## src/rtl/mexp_pkg.sv

```systemverilog
`default_nettype none

package mexp_pkg;

    // configuration register index width and register map
    localparam int CFG_INDEX_BITS = 2;

    localparam logic [CFG_INDEX_BITS-1:0] REG_EXPONENT = 2'd0;
    localparam logic [CFG_INDEX_BITS-1:0] REG_MODULUS  = 2'd1;

    // sequencer states
    typedef enum logic [2:0] {
        ST_IDLE,
        ST_REDUCE,
        ST_SCAN,
        ST_SQUARE,
        ST_MULT,
        ST_NEXT,
        ST_DONE
    } mexp_state_t;

endpackage

`default_nettype wire

```

## src/rtl/mexp_modmul.sv

```systemverilog
`default_nettype none

// bit-serial interleaved modular multiplier: one bit of a per cycle, MSB first
module mexp_modmul
    import mexp_pkg::*;
#(
    parameter int WORD_BITS = 16
) (
    input  wire logic                 clk,
    input  wire logic                 rst_n,
    input  wire logic                 start,
    input  wire logic [WORD_BITS-1:0] a,
    input  wire logic [WORD_BITS-1:0] b,
    input  wire logic [WORD_BITS-1:0] m,
    output logic                      done,
    output logic [WORD_BITS-1:0]      result
);

    localparam int CW = $clog2(WORD_BITS + 1);

    // control
    logic          active_reg, active_next;
    logic          done_reg, done_next;
    logic [CW-1:0] cnt_reg, cnt_next;

    // operands and partial remainder
    logic [WORD_BITS-1:0] a_reg, a_next;
    logic [WORD_BITS-1:0] b_reg, b_next;
    logic [WORD_BITS-1:0] m_reg, m_next;
    logic [WORD_BITS-1:0] r_reg, r_next;

    // one step: t = 2r + bit*b stays below 3m, so subtract m or 2m
    logic [WORD_BITS+1:0] t_sum;
    logic [WORD_BITS+1:0] m_one;
    logic [WORD_BITS+1:0] m_two;
    logic [WORD_BITS+1:0] t_red;

    always_comb
    begin
        m_one = {2'b00, m_reg};
        m_two = {1'b0, m_reg, 1'b0};
        t_sum = {1'b0, r_reg, 1'b0}
              + (a_reg[WORD_BITS-1] ? {2'b00, b_reg} : '0);
        if (t_sum >= m_two)
        begin
            t_red = t_sum - m_two;
        end
        else if (t_sum >= m_one)
        begin
            t_red = t_sum - m_one;
        end
        else
        begin
            t_red = t_sum;
        end
    end

    // step control and operand shifting
    always_comb
    begin
        active_next = active_reg;
        done_next   = 1'b0;
        cnt_next    = cnt_reg;
        a_next      = a_reg;
        b_next      = b_reg;
        m_next      = m_reg;
        r_next      = r_reg;
        if (start)
        begin
            active_next = 1'b1;
            cnt_next    = CW'(WORD_BITS);
            a_next      = a;
            b_next      = b;
            m_next      = m;
            r_next      = '0;
        end
        else if (active_reg)
        begin
            r_next   = t_red[WORD_BITS-1:0];
            a_next   = {a_reg[WORD_BITS-2:0], 1'b0};
            cnt_next = cnt_reg - CW'(1);
            if (cnt_reg == CW'(1))
            begin
                active_next = 1'b0;
                done_next   = 1'b1;
            end
        end
    end

    always_ff @(posedge clk or negedge rst_n)
    begin
        if (!rst_n)
        begin
            active_reg <= 1'b0;
            done_reg   <= 1'b0;
            cnt_reg    <= '0;
        end
        else
        begin
            active_reg <= active_next;
            done_reg   <= done_next;
            cnt_reg    <= cnt_next;
        end
    end

    always_ff @(posedge clk)
    begin
        a_reg <= a_next;
        b_reg <= b_next;
        m_reg <= m_next;
        r_reg <= r_next;
    end

    assign done   = done_reg;
    assign result = r_reg;

    // checks
    a_start_idle: assert property (@(posedge clk) disable iff (!rst_n)
        start |-> !active_reg)
        else $error("multiplier started while a product is in progress");

    a_rem_below_mod: assert property (@(posedge clk) disable iff (!rst_n)
        active_reg |-> (r_reg < m_reg))
        else $error("partial remainder not below modulus");

endmodule

`default_nettype wire

```

## src/rtl/modular_exponentiation.sv

```systemverilog
// Modular exponentiation, base^exponent mod modulus, by left-to-right
// square-and-multiply. Pulse start with base_value while busy is low; one
// result appears on power_result for exactly one cycle with done high, and
// must be taken then, as the block cannot be held off. Exponent and modulus
// are to be written through the cfg port (index 0 exponent, 1 modulus) while
// the block is idle, which the block itself does not enforce; both are
// captured when an item starts. All products go through one bit-serial
// modular multiplier: the base is first reduced, then the exponent bits are
// scanned from the top, and below the leading one every bit costs a square
// and every set bit a multiply as well. A modulus below two gives zero in the
// cycle after start.
`default_nettype none

module modular_exponentiation
    import mexp_pkg::*;
#(
    parameter int WORD_BITS = 16
) (
    input  wire logic                      clk,
    input  wire logic                      rst_n,
    input  wire logic                      start,
    output logic                           busy,
    input  wire logic [WORD_BITS-1:0]      base_value,
    output logic                           done,
    output logic [WORD_BITS-1:0]           power_result,
    input  wire logic                      cfg_valid,
    output logic                           cfg_ready,
    input  wire logic [CFG_INDEX_BITS-1:0] cfg_index,
    input  wire logic [WORD_BITS-1:0]      cfg_data
);

    localparam int CW = $clog2(WORD_BITS + 1);

    mexp_state_t state_reg, state_next;

    logic [WORD_BITS-1:0] exponent_reg;
    logic [WORD_BITS-1:0] modulus_reg;

    logic          started_reg, started_next;
    logic          done_reg, done_next;
    logic [CW-1:0] cnt_reg, cnt_next;

    logic [WORD_BITS-1:0] exp_reg, exp_next;
    logic [WORD_BITS-1:0] m_reg, m_next;
    logic [WORD_BITS-1:0] acc_reg, acc_next;
    logic [WORD_BITS-1:0] bred_reg, bred_next;
    logic [WORD_BITS-1:0] result_reg, result_next;

    logic                 mul_start;
    logic [WORD_BITS-1:0] mul_a;
    logic [WORD_BITS-1:0] mul_b;
    logic [WORD_BITS-1:0] mul_m;
    logic                 mul_done;
    logic [WORD_BITS-1:0] mul_result;

    logic accept;
    logic mod_small;
    logic exp_bit;

    assign accept    = start && (state_reg == ST_IDLE);
    assign mod_small = (modulus_reg < WORD_BITS'(2));
    assign exp_bit   = exp_reg[WORD_BITS-1];

    // configuration registers
    assign cfg_ready = 1'b1;

    always_ff @(posedge clk or negedge rst_n)
    begin
        if (!rst_n)
        begin
            exponent_reg <= WORD_BITS'(1);
            modulus_reg  <= WORD_BITS'(65535);
        end
        else if (cfg_valid && cfg_ready)
        begin
            case (cfg_index)
                REG_EXPONENT: exponent_reg <= cfg_data;
                REG_MODULUS:  modulus_reg  <= cfg_data;
                default:      ;
            endcase
        end
    end

    // next state
    always_comb
    begin
        state_next = state_reg;
        case (state_reg)
            ST_IDLE:
            begin
                if (accept && !mod_small)
                begin
                    state_next = ST_REDUCE;
                end
            end
            ST_REDUCE:
            begin
                if (mul_done)
                begin
                    state_next = ST_SCAN;
                end
            end
            ST_SCAN:
            begin
                state_next = started_reg ? ST_SQUARE : ST_NEXT;
            end
            ST_SQUARE:
            begin
                if (mul_done)
                begin
                    state_next = exp_bit ? ST_MULT : ST_NEXT;
                end
            end
            ST_MULT:
            begin
                if (mul_done)
                begin
                    state_next = ST_NEXT;
                end
            end
            ST_NEXT:
            begin
                state_next = (cnt_reg == CW'(1)) ? ST_DONE : ST_SCAN;
            end
            ST_DONE:
            begin
                state_next = ST_IDLE;
            end
            default:
            begin
                state_next = ST_IDLE;
            end
        endcase
    end

    // datapath and multiplier control
    always_comb
    begin
        started_next = started_reg;
        done_next    = 1'b0;
        cnt_next     = cnt_reg;
        exp_next     = exp_reg;
        m_next       = m_reg;
        acc_next     = acc_reg;
        bred_next    = bred_reg;
        result_next  = result_reg;
        mul_start    = 1'b0;
        mul_a        = acc_reg;
        mul_b        = acc_reg;
        mul_m        = m_reg;
        case (state_reg)
            ST_IDLE:
            begin
                if (accept)
                begin
                    if (mod_small)
                    begin
                        result_next = '0;
                        done_next   = 1'b1;
                    end
                    else
                    begin
                        // reduce the base: base * 1 mod m
                        mul_start    = 1'b1;
                        mul_a        = base_value;
                        mul_b        = WORD_BITS'(1);
                        mul_m        = modulus_reg;
                        m_next       = modulus_reg;
                        exp_next     = exponent_reg;
                        cnt_next     = CW'(WORD_BITS);
                        started_next = 1'b0;
                    end
                end
            end
            ST_REDUCE:
            begin
                if (mul_done)
                begin
                    bred_next = mul_result;
                end
            end
            ST_SCAN:
            begin
                if (started_reg)
                begin
                    mul_start = 1'b1;
                end
                else if (exp_bit)
                begin
                    // leading one: 1 squared times base is just the base
                    acc_next     = bred_reg;
                    started_next = 1'b1;
                end
            end
            ST_SQUARE:
            begin
                if (mul_done)
                begin
                    acc_next = mul_result;
                    if (exp_bit)
                    begin
                        mul_start = 1'b1;
                        mul_a     = mul_result;
                        mul_b     = bred_reg;
                    end
                end
            end
            ST_MULT:
            begin
                if (mul_done)
                begin
                    acc_next = mul_result;
                end
            end
            ST_NEXT:
            begin
                exp_next = {exp_reg[WORD_BITS-2:0], 1'b0};
                cnt_next = cnt_reg - CW'(1);
            end
            ST_DONE:
            begin
                // zero exponent leaves 1, below any modulus of two or more
                result_next = started_reg ? acc_reg : WORD_BITS'(1);
                done_next   = 1'b1;
            end
            default:
            begin
                done_next = 1'b0;
            end
        endcase
    end

    always_ff @(posedge clk or negedge rst_n)
    begin
        if (!rst_n)
        begin
            state_reg   <= ST_IDLE;
            started_reg <= 1'b0;
            done_reg    <= 1'b0;
            cnt_reg     <= '0;
        end
        else
        begin
            state_reg   <= state_next;
            started_reg <= started_next;
            done_reg    <= done_next;
            cnt_reg     <= cnt_next;
        end
    end

    always_ff @(posedge clk)
    begin
        exp_reg    <= exp_next;
        m_reg      <= m_next;
        acc_reg    <= acc_next;
        bred_reg   <= bred_next;
        result_reg <= result_next;
    end

    // shared bit-serial multiplier
    mexp_modmul #(
        .WORD_BITS (WORD_BITS)
    ) u_modmul (
        .clk    (clk),
        .rst_n  (rst_n),
        .start  (mul_start),
        .a      (mul_a),
        .b      (mul_b),
        .m      (mul_m),
        .done   (mul_done),
        .result (mul_result)
    );

    assign busy         = (state_reg != ST_IDLE);
    assign done         = done_reg;
    assign power_result = result_reg;

    // checks
    a_done_idle: assert property (@(posedge clk) disable iff (!rst_n)
        done_reg |-> (state_reg == ST_IDLE))
        else $error("result strobe while sequencer still working");

    a_acc_below_mod: assert property (@(posedge clk) disable iff (!rst_n)
        (started_reg && (state_reg == ST_DONE)) |-> (acc_reg < m_reg))
        else $error("accumulator not reduced at end of item");

endmodule

`default_nettype wire

```

## config.mk

```make
export PLATFORM = sky130hd
export DESIGN_NAME = modular_exponentiation
export DESIGN_NICKNAME = d
export VERILOG_FILES = /design/src/rtl/mexp_pkg.sv /design/src/rtl/mexp_modmul.sv /design/src/rtl/modular_exponentiation.sv
export SDC_FILE = /design/constraint.sdc
export NUM_CORES = 1
export LEC_CHECK = 0
export BUFFER_PORTS_ARGS = -buffer_cell sky130_fd_sc_hd__clkbuf_2
export CAP_MARGIN = 15
export CORE_ASPECT_RATIO = 0.75
export CORE_UTILIZATION = 51
export CTS_CLUSTER_DIAMETER = 60
export DETAILED_ROUTE_END_ITERATION = 12
export MAX_ROUTING_LAYER = met4
export PLACE_DENSITY_LB_ADDON = 0.08
export SLEW_MARGIN = 10
export SYNTH_ARGS = -nofsm -noshare
export SYNTH_HDL_FRONTEND = slang
export SYNTH_SLANG_ARGS = --single-unit
export TNS_END_PERCENT = 10
```

## constraint.sdc

```tcl
create_clock -name clk -period 9.8 [get_ports clk]
set_input_delay 1.47 -clock clk [delete_from_list [all_inputs] [get_ports clk]]
set_output_delay 1.47 -clock clk [all_outputs]
set_load 0.01 [all_outputs]
```

==> results of run 1 <==
## cells by family (layout without fill, tap and decap cells)
group                      count (synthesis)  count (layout)  synth area share (%)
buffers and inverters                     83             136                  3.16
DFF                                      193             193                  50.6
muxes                                     76              76                  7.90
and+or+nand+nor                          297             297                  14.1
AOI/OAI and AO/OA                        215             215                  13.9
xor gates and xnor gates                  42              42                  3.55
adders and majority gates                 54              54                  6.73
other                                      1               1                0.0361
## critical path, delay by kind of cell, from the launching register on
family / cells / cell delay [ns]
AO/OA/AOI/OAI: 8 / 2.01
AND/OR/NAND/NOR: 5 / 1.19
adder cells (fa/ha/maj): 3 / 0.93
flip-flops: 1 / 0.58
XOR/XNOR: 1 / 0.34
buffers and inverters: 1 / 0.07
## synth_stat cells (all sizes together) (3+ instances only)
| cell type | instances | area share, % |
|---|---|---|
| nand2 | 93 | 3.4 |
| nand2b | 6 | 0.36 |
| o221ai | 4 | 0.34 |
| o21bai | 6 | 0.43 |
| nor3 | 23 | 1.2 |
| and2 | 35 | 2.1 |
| edfxtp | 112 | 32 |
| dfstp | 17 | 4.3 |
| buf | 10 | 0.52 |
| nor3b | 3 | 0.27 |
| o22ai | 6 | 0.36 |
| a22o | 17 | 1.4 |
| fa | 3 | 0.58 |
| a222oi | 14 | 1.4 |
| xor2 | 12 | 1.0 |
| xnor2 | 30 | 2.5 |
| nor4 | 12 | 0.84 |
| nand3 | 17 | 0.82 |
| a21o | 13 | 0.94 |
| o211ai | 5 | 0.36 |
| dfrtp | 32 | 7.7 |
| a21oi | 76 | 3.7 |
| clkbuf | 35 | 1.3 |
| and3 | 12 | 0.72 |
| a22oi | 3 | 0.22 |
| mux2i | 29 | 2.8 |
| o21ai | 31 | 1.5 |
| dfxtp | 32 | 6.2 |
| a21boi | 3 | 0.25 |
| inv | 36 | 1.3 |
| nand4 | 3 | 0.18 |
| nor2b | 7 | 0.42 |
| nor2 | 71 | 2.6 |
| o21a | 6 | 0.43 |
| a31oi | 5 | 0.30 |
| a211oi | 10 | 0.72 |
| ha | 51 | 6.1 |
| mux2 | 47 | 5.1 |
## cell type report
cell class,count,area (um^2)
Fill cell,1685,8170
Sequential cell,193,5250
Multi-Input combinational cell,685,4820
Clock buffer,18,429
Timing Repair Buffer,66,358
Tap cell,253,317
Clock inverter,14,165
Inverter,38,143
## routing by layer
layer  wire length (um)  global-route usage (%)  up-vias
li1                   -                       -     3622
met1              12700                    37.8     3600
met2               9440                    33.9      187
met3               1110                    3.36       17
met4                249                    6.43        0
met5                  0                       -        -
## worst max-delay path by stage
stage / startpoint / end / cells past startpoint
floorplan: u_modmul.a_reg[15] / u_modmul.result[15] / 19
detailed placement: u_modmul.a_reg[15] / u_modmul.result[4] / 18
CTS: u_modmul.a_reg[15] / u_modmul.result[4] / 18
finish: u_modmul.a_reg[15] / u_modmul.result[13] / 18
global placement: u_modmul.a_reg[15] / u_modmul.result[6] / 19
global route: u_modmul.a_reg[15] / u_modmul.result[2] / 18
## stage by stage
step / instance area (um^2) / utilization (%)
finish: 11500 / 58.4
global route: 11500 / 58.4
CTS: 11500 / 58.4
detailed placement: 10900 / 55.4
global placement: 10900 / 55.4
floorplan: 10400 / -
==> key figures, run 1 <==
Timing
  • Final setup margin: 4.57 ns
  • Rel. slew slack: 31.8%
  • RSZ-0062 raised after global routing: no
  • Max-slew violations: 0
  • Slew @ Worst Pin: 1.02 ns
  • Fin crit period: roughly 5.2 ns
  • Clk_skew: 0.0158 ns
  • Final Setup Violations: 0
  • Final hold slack: 0.447 ns
  • Hold Vio Cnt, Final: 0
  • Tcrit/Tclk final: 53.3%
  • Fmax: 191 MHz
  • TNS Setup: 0 ns

Critical path
  • R2R depth: 18
  • RR Endpoint: u_modmul.result[13]
  • CP arrival: 5.54 ns
  • Crit Path Category: register to register
  • R2r startpoint: u_modmul.a_reg[15]
  • R2r setup slk: 4.57 ns
  • Worst path required time: between 10 and 15 ns
  • Largest stage delay, worst path: around 0.58 ns
  • Cell Chain, Critical Path: and2_1 > ha_1 > inv_1 > fa_1 > nand2b_1 > a21o_1 > a21oi_1 > a21oi_1 > xnor2_1 > ha_1 > a21oi_1 > o21ai_0 > a21o_1 > a22oi_1 > o22a_1 > and2_1 > and3_1 > nor4_2
  • Slowest CP cell: edfxtp_1
  • Crit. End Element: register
  • CP Max Fanout: 18
  • CP dominant cell by count: a21oi_1
  • Startpoint types: register

CTS
  • CTS H-tree depth: 4
  • Post-CTS setup buffer count: 0
  • Worst-path clk slew: 0.08 ns
  • Clock Tree Buf Depth: 2
  • Total CTS buffers: 17
  • Clock sinks: between 150 and 200
  • Hold Buf Count CTS: 0
  • Post-CTS resize count: 0
  • CTS tree: done
  • Clock Latency Late Sink: 0.44 ns
  • Root buffer cell: clkbuf_16

Global route
  • Initial antenna violation count: 1
  • First-pass GRT wire length: 38.9 mm
  • Tot GR Track Use: 24.7%
  • Largest net degree at the start of global routing: 50
  • Vias in the first global route: 7160
  • GRT overflow: 0

Worst hold path
  • Hold path depth: 2
  • Hold EP: m_reg[12]
  • Hold crit path type: register to register
  • Hold path start: m_reg[12]

Layout
  • Commonest non-fill, non-tap cells in the layout: edfxtp_1 (112), nand2_1 (92), a21oi_1 (74), nor2_1 (71), clkbuf_2 (55)
  • Commonest non-fill, non-tap cell in the layout: edfxtp_1
  • Post-Layout Cell Count: 1267
  • Nets: 1093
  • Diodes inserted: 0
  • Fraction of layout cells with a size suffix above 1: between 15 and 20%
  • Area growth, synth to finish: 10.7%

Logic synthesis
  • Synth async-reset ratio: 25.4%
  • Cell Area, Synth: approximately 10000 um^2
  • Primary FF master, synth: edfxtp_1
  • Mapped Nets: 1053
  • Yosys reg bits: 193
  • Syn. warnings: 0
  • Register area share after synthesis: 50.6%
  • Count of different cell masters after synthesis: 71
  • Syn Area/Cell: 10.8 um^2
  • Post-synth EDFFs: 112
  • Post-Syn Instances: 961

Route
  • Via/cell ratio: about 5.9
  • Pre-antenna DRT Iters: 6
  • DR DRC count: 0
  • DR vias: 7426
  • DR iter-0 viols: 564
  • Wirelength per Cell: around 19 um
  • Number of routed nets with antenna violations: 0
  • WL final: 23.5 mm

Place
  • Post-detail-place hpwl: 17.1 mm
  • Placed insts: between 1000 and 1500
  • Pre-CTS setup slack: 4.58 ns
  • Count of input and output buffers: 55
  • GPL Wtd Cong: 0.947

Flow run
  • Max_cap viols: 0

Die
  • Initial core utilization: 52.8%
  • Core Region: 19700 um^2
  • Die width: 167 um
  • Die Ht: 126 um
  • Ports: 57
  • Die ar.: 20900 um^2
  • Row count: 44

Outcome
  • Status: finished, final reports clean
Power of run 1 is not shown: default switching activity piles up to over one toggle a cycle in this logic, so the estimate is an artifact.
==> run 2: changes to the inputs <==
- clock period: 9.8 -> 4.7 ns (I/O delays scaled with it)
==> run 2 against run 1 <==
Count of clock-buffer cells in the layout grew 1. First-iteration DRC count grew 5.7%. Wire length grew 3.2%. Final area grew 1.3%. Via count grew 1.8%. Sequential share of layout area shrank 0.59 points. Register-to-register slack lost 4.3 ns. Setup slack lost 4.3 ns. Die area is the same. Clock skew shrank 0.0024 ns. Fmax grew 18%. Worst hold slack lost 0.081 ns.
==> key figures, run 2 (synthesis gave the netlist of run 1 again) <==
Outcome
  • Status: finished, final reports clean (unchanged)

Route
  • Number of routed nets with antenna violations: 0 (unchanged)
  • WL final: 24.2 mm (was 23.5 mm)
  • Via/cell ratio: 5.86 (about the same)
  • Pre-antenna DRT Iters: 7 (was 6)
  • DR iter-0 viols: 596 (was 564)
  • Wirelength per Cell: 18.8 um (was 18.5 um)
  • DR vias: 7559 (was 7426)
  • DR DRC count: 0 (unchanged)

Timing
  • Fin crit period: 4.45 ns (was 5.23 ns)
  • Max-slew violations: 0 (unchanged)
  • Tcrit/Tclk final: 94.6% (was 53.3%)
  • Final Setup Violations: 0 (unchanged)
  • Hold Vio Cnt, Final: 0 (unchanged)
  • Clk_skew: 0.0134 ns (was 0.0158 ns)
  • Slew @ Worst Pin: 0.904 ns (was 1.02 ns)
  • Rel. slew slack: 39.6% (was 31.8%)
  • Fmax: 225 MHz (was 191 MHz)
  • TNS Setup: 0 ns (unchanged)

Die
  • Die ar.: 20900 um^2 (unchanged)
  • Core Region: 19700 um^2 (unchanged)
  • Ports: 57 (unchanged)
  • Die width: 167 um (unchanged)
  • Die Ht: 126 um (unchanged)
  • Initial core utilization: 52.8% (unchanged)
  • Row count: 44 (unchanged)

CTS
  • Clock sinks: 193 (unchanged)
  • CTS H-tree depth: 4 (unchanged)
  • Clock Tree Buf Depth: 2 (unchanged)
  • Total CTS buffers: 17 (unchanged)
  • Clock Latency Late Sink: 0.44 ns (about the same)
  • Root buffer cell: clkbuf_16 (unchanged)
  • Worst-path clk slew: 0.08 ns (about the same)
  • CTS tree: done (unchanged)
  • Hold Buf Count CTS: 0 (unchanged)

Place
  • Count of input and output buffers: 55 (unchanged)
  • GPL Wtd Cong: 0.937 (was 0.947)
  • Post-detail-place hpwl: 18.0 mm (was 17.1 mm)
  • Placed Area: 11000 um^2 (was 10900 um^2)

Worst hold path
  • Hold crit path type: input pin to asynchronous set/reset pin (was register to register)

Global route
  • Tot GR Track Use: 24.9% (was 24.7%)
  • Initial antenna violation count: 3 (was 1)
  • Vias in the first global route: 7279 (was 7160)
  • Largest net degree at the start of global routing: 50 (unchanged)
  • First-pass GRT wire length: 39.2 mm (was 38.9 mm)
  • GRT overflow: 0 (unchanged)

Critical path
  • Startpoint types: register (unchanged)
  • Worst path required time: 5.01 ns (was 10.12 ns)
  • CP arrival: 4.76 ns (was 5.54 ns)
  • Crit Path Category: register to register (unchanged)
  • CP Max Fanout: 19 (was 18)
  • Crit. End Element: register (unchanged)
  • R2r setup slk: 0.25 ns (was 4.57 ns)

Layout
  • Commonest non-fill, non-tap cells in the layout: edfxtp_1 (112), nand2_1 (92), a21oi_1 (71), nor2_1 (71), clkbuf_2 (55) (was edfxtp_1 (112), nand2_1 (92), a21oi_1 (74), nor2_1 (71), clkbuf_2 (55))
  • Fraction of layout cells with a size suffix above 1: 19.8% (was 17.7%)
  • Utilization after layout: 59.2% (was 58.4%)
  • Area growth, synth to finish: 12.1% (was 10.7%)
  • Final Cell Area: 11600 um^2 (was 11500 um^2)
  • Commonest non-fill, non-tap cell in the layout: edfxtp_1 (unchanged)
  • Nets: 1114 (was 1093)

Flow run
  • Max_cap viols: 0 (unchanged)
-- run 2: area by class of cell --
class	count	area [um^2]
timing repair buffer	87	519
inverter	38	143
antenna	1	2.50
tap	253	317
clock inverter	13	120
multi-input combinational	685	4840
clock buffer	19	443
sequential	193	5250
fill	1678	8020
-- run 2: path summary, 6_finish.rpt --
| path | start | end | cells after the start |
|---|---|---|---|
| max reg2reg | u_modmul.a_reg[15] | u_modmul.result[2] | 18 |
| min reg2reg | m_reg[1] | m_reg[1] | 2 |
| min | rst_n | exponent_reg[4] | 2 |
| min in group clk | m_reg[1] | m_reg[1] | 2 |
| max | u_modmul.a_reg[15] | u_modmul.result[2] | 18 |
| max in group asynchronous | rst_n | exponent_reg[11] | 2 |
-- run 2: critical path, stage by stage (launching register included) --
cell and delay, ns:
edfxtp_1 0.39, buf_4 0.19, nand2_1 0.11, inv_1 0.05, ha_1 0.28, a211oi_1 0.33
o21ai_0 0.18, xor2_1 0.30, ha_1 0.37, a21o_1 0.27, a2111oi_4 0.46, nand2_2 0.13
a21boi_2 0.17, nor2_1 0.05, or4_1 0.41, buf_6 0.19, buf_4 0.17, nor3_1 0.19
nor4b_2 0.08
-- run 2: routing by layer --
layer | up-vias | global-route usage, % | share of wire [%]
met5 | - | - | 0
li1 | 3658 | - | -
met4 | 0 | 5.23 | 1.0
met1 | 3660 | 38.1 | 53
met3 | 23 | 4.31 | 5.3
met2 | 218 | 34.2 | 40
-- run 2: timing repair --
action / 4_1_cts / 5_1_grt
buffers inserted: 0 / 0
gates resized for setup: 0 / 5
endpoints found under the setup margin: 0 / 15
-- run 2: metrics by stage --
step	hold WS (ns)	instances	setup slack, ns
2_1_floorplan	0.409	961	0.539
3_3_place_gp	0.427	1256	0.308
5_1_grt	0.415	1289	-0.00258
3_5_place_dp	0.431	1256	0.271
6_report	0.366	1289	0.255
4_1_cts	0.392	1288	0.194
Power of run 2 is left out for the same reason.
==> run 3: changes to the inputs <==
- GPL_TIMING_DRIVEN: default -> 0
==> run 3 against run 2 <==
Register-to-register slack worse by 0.13 ns. First-iteration DRC count rose by 26%. Cell count grew 2.5%. Fmax fell by 2.8%.
==> key figures, run 3 (synthesis gave the netlist of run 1 again) <==
Outcome
  • Status: finished, final reports clean (unchanged)

Global route
  • Largest net degree at the start of global routing: 50 (unchanged)
  • Vias in the first global route: 7414 (was 7279)
  • Tot GR Track Use: 26.6% (was 24.9%)
  • GRT overflow: 0 (unchanged)
  • Initial antenna violation count: 0 (was 3)
  • Met1 Use GR: 41.3% (was 38.1%)
  • First-pass GRT wire length: 41.4 mm (was 39.2 mm)
  • M3 GR Usage: 4.72% (was 4.31%)
  • Met2 usage: 35.4% (was 34.2%)
  • Gr busiest metal: met1 (unchanged)

Layout
  • Area growth, synth to finish: 15.4% (was 12.1%)
  • Fill cell count: 1672 (was 1678)
  • Nets: 1146 (was 1114)
  • Commonest non-fill, non-tap cells in the layout: edfxtp_1 (112), nand2_1 (91), nor2_1 (71), a21oi_1 (70), clkbuf_2 (57) (was edfxtp_1 (112), nand2_1 (92), a21oi_1 (71), nor2_1 (71), clkbuf_2 (55))
  • Post-Layout Cell Count: 1321 (was 1289)
  • Fraction of layout cells with a size suffix above 1: 21.2% (was 19.8%)
  • Register area: 5250 um^2 (unchanged)
  • Commonest non-fill, non-tap cell in the layout: edfxtp_1 (unchanged)
  • Utilization after layout: 60.9% (was 59.2%)
  • Multi-input logic area: 5010 um^2 (was 4840 um^2)
  • Final Cell Area: 12000 um^2 (was 11600 um^2)

Place
  • Count of input and output buffers: 55 (unchanged)
  • GPL Wtd Cong: 0.940 (was 0.937)
  • Post-detail-place hpwl: 19.5 mm (was 18.0 mm)
  • Placed insts: 1274 (was 1256)
  • Placed Area: 11100 um^2 (was 11000 um^2)

Timing
  • Slew @ Worst Pin: 1.02 ns (was 0.904 ns)
  • Fin crit period: 4.57 ns (was 4.45 ns)
  • Tcrit/Tclk final: 97.3% (was 94.6%)
  • Clk_skew: 0.0147 ns (was 0.0134 ns)
  • Rel. slew slack: 31.7% (was 39.6%)
  • Fmax: 219 MHz (was 225 MHz)
  • Final Setup Violations: 0 (unchanged)
  • Final hold slack: 0.331 ns (was 0.366 ns)
  • Max-slew violations: 0 (unchanged)
  • Hold Vio Cnt, Final: 0 (unchanged)

Route
  • Pre-antenna DRT Iters: 7 (unchanged)
  • DR DRC count: 0 (unchanged)
  • WL final: 26.2 mm (was 24.2 mm)
  • Via/cell ratio: 5.89 (was 5.86)
  • Wirelength per Cell: 19.8 um (was 18.8 um)
  • DR vias: 7783 (was 7559)
  • Number of routed nets with antenna violations: 0 (unchanged)
  • DR iter-0 viols: 750 (was 596)

Critical path
  • CP Max Fanout: 10 (was 19)
  • R2r setup slk: 0.13 ns (was 0.25 ns)
  • R2r startpoint: u_modmul.a_reg[15] (unchanged)
  • R2R depth: 18 (unchanged)
  • Startpoint types: register (unchanged)
  • Worst path required time: 5.05 ns (was 5.01 ns)
  • CP arrival: 4.92 ns (was 4.76 ns)
  • Crit Path Category: register to register (unchanged)
  • Crit. End Element: register (unchanged)
  • RR Endpoint: u_modmul.result[13] (was u_modmul.result[2])

Die
  • Die ar.: 20900 um^2 (unchanged)
  • Die Ht: 126 um (unchanged)
  • Row count: 44 (unchanged)
  • Initial core utilization: 52.8% (unchanged)
  • Core Region: 19700 um^2 (unchanged)
  • Ports: 57 (unchanged)
  • Die width: 167 um (unchanged)

CTS
  • Clock sinks: 193 (unchanged)
  • Root buffer cell: clkbuf_16 (unchanged)
  • CTS H-tree depth: 4 (unchanged)
  • Clock Latency Late Sink: 0.44 ns (about the same)
  • Worst-path clk slew: 0.08 ns (about the same)
  • Clock Tree Buf Depth: 2 (unchanged)
  • Total CTS buffers: 17 (unchanged)
  • CTS tree: done (unchanged)

Flow run
  • Max_cap viols: 0 (unchanged)

Worst hold path
  • Hold crit path type: input pin to asynchronous set/reset pin (unchanged)
## run 3: cell types whose count changed in the layout (fill, tap and decap cells not counted), moves of 4 or more
cell / change
clkbuf_1: +29
buf_1: +4
ha_1: -5
xnor2_1: -5
xnor2_2: +5
buf_4: -13
## run 3: layout make-up
class,count,area share (%)
diodes,1,0.0209
plain buffers,44,1.67
clock buffers,21,4.03
clock inverters,11,0.961
inverters,38,1.19
multi-input cells,685,41.8
flip-flops and latches,193,43.8
well taps,253,2.64
repair buffers,75,3.81
## run 3: per-layer routing
layer  up-vias  part of all wire, %
met5         -                    0
met3        19                  8.6
met4         0                  1.3
met2       303                   40
met1      3738                   50
li1       3723                    -
## run 3: stage by stage
stage | TNS (ns) | setup slack, ns
3_5_place_dp | -10.30 | -0.805
4_1_cts | 0 | 0.00582
5_1_grt | -0.483 | -0.0972
2_1_floorplan | 0 | 0.539
3_3_place_gp | -12.00 | -0.677
6_report | 0 | 0.127
## run 3: worst max path at each step
stage / depth (start not counted) / to / from / slack [ns]
6_report: 18 / u_modmul.result[13] / u_modmul.a_reg[15] / 0.13
5_1_grt: 18 / u_modmul.result[13] / u_modmul.a_reg[15] / -0.1
4_1_cts: 19 / u_modmul.result[4] / u_modmul.a_reg[15] / 0.006
3_5_place_dp: 19 / u_modmul.result[13] / u_modmul.a_reg[15] / -0.80
3_3_place_gp: 19 / u_modmul.result[13] / u_modmul.a_reg[15] / -0.68
2_1_floorplan: 19 / u_modmul.result[15] / u_modmul.a_reg[15] / 0.54
## run 3: timing repair
item                       CTS  global route
gates resized for setup     11            37
pin swaps                    0            13
setup buffers                0            15
setup endpoints to repair   16            16
hold buffers                 0             0
## run 3: worst max-delay path, cell delays in order (launching register included)
cell	delay (ns)
edfxtp_1	0.48
clkbuf_4	0.23
nand2_1	0.12
inv_1	0.06
ha_1	0.31
a211oi_2	0.26
o21ai_0	0.17
xor2_1	0.33
ha_2	0.36
a21o_1	0.24
a2111oi_4	0.42
nand2_2	0.16
a21boi_4	0.16
nor2_1	0.06
or4_1	0.39
buf_4	0.19
buf_6	0.16
and3_1	0.18
nor4_2	0.20
Power of run 3 is left out for the same reason.
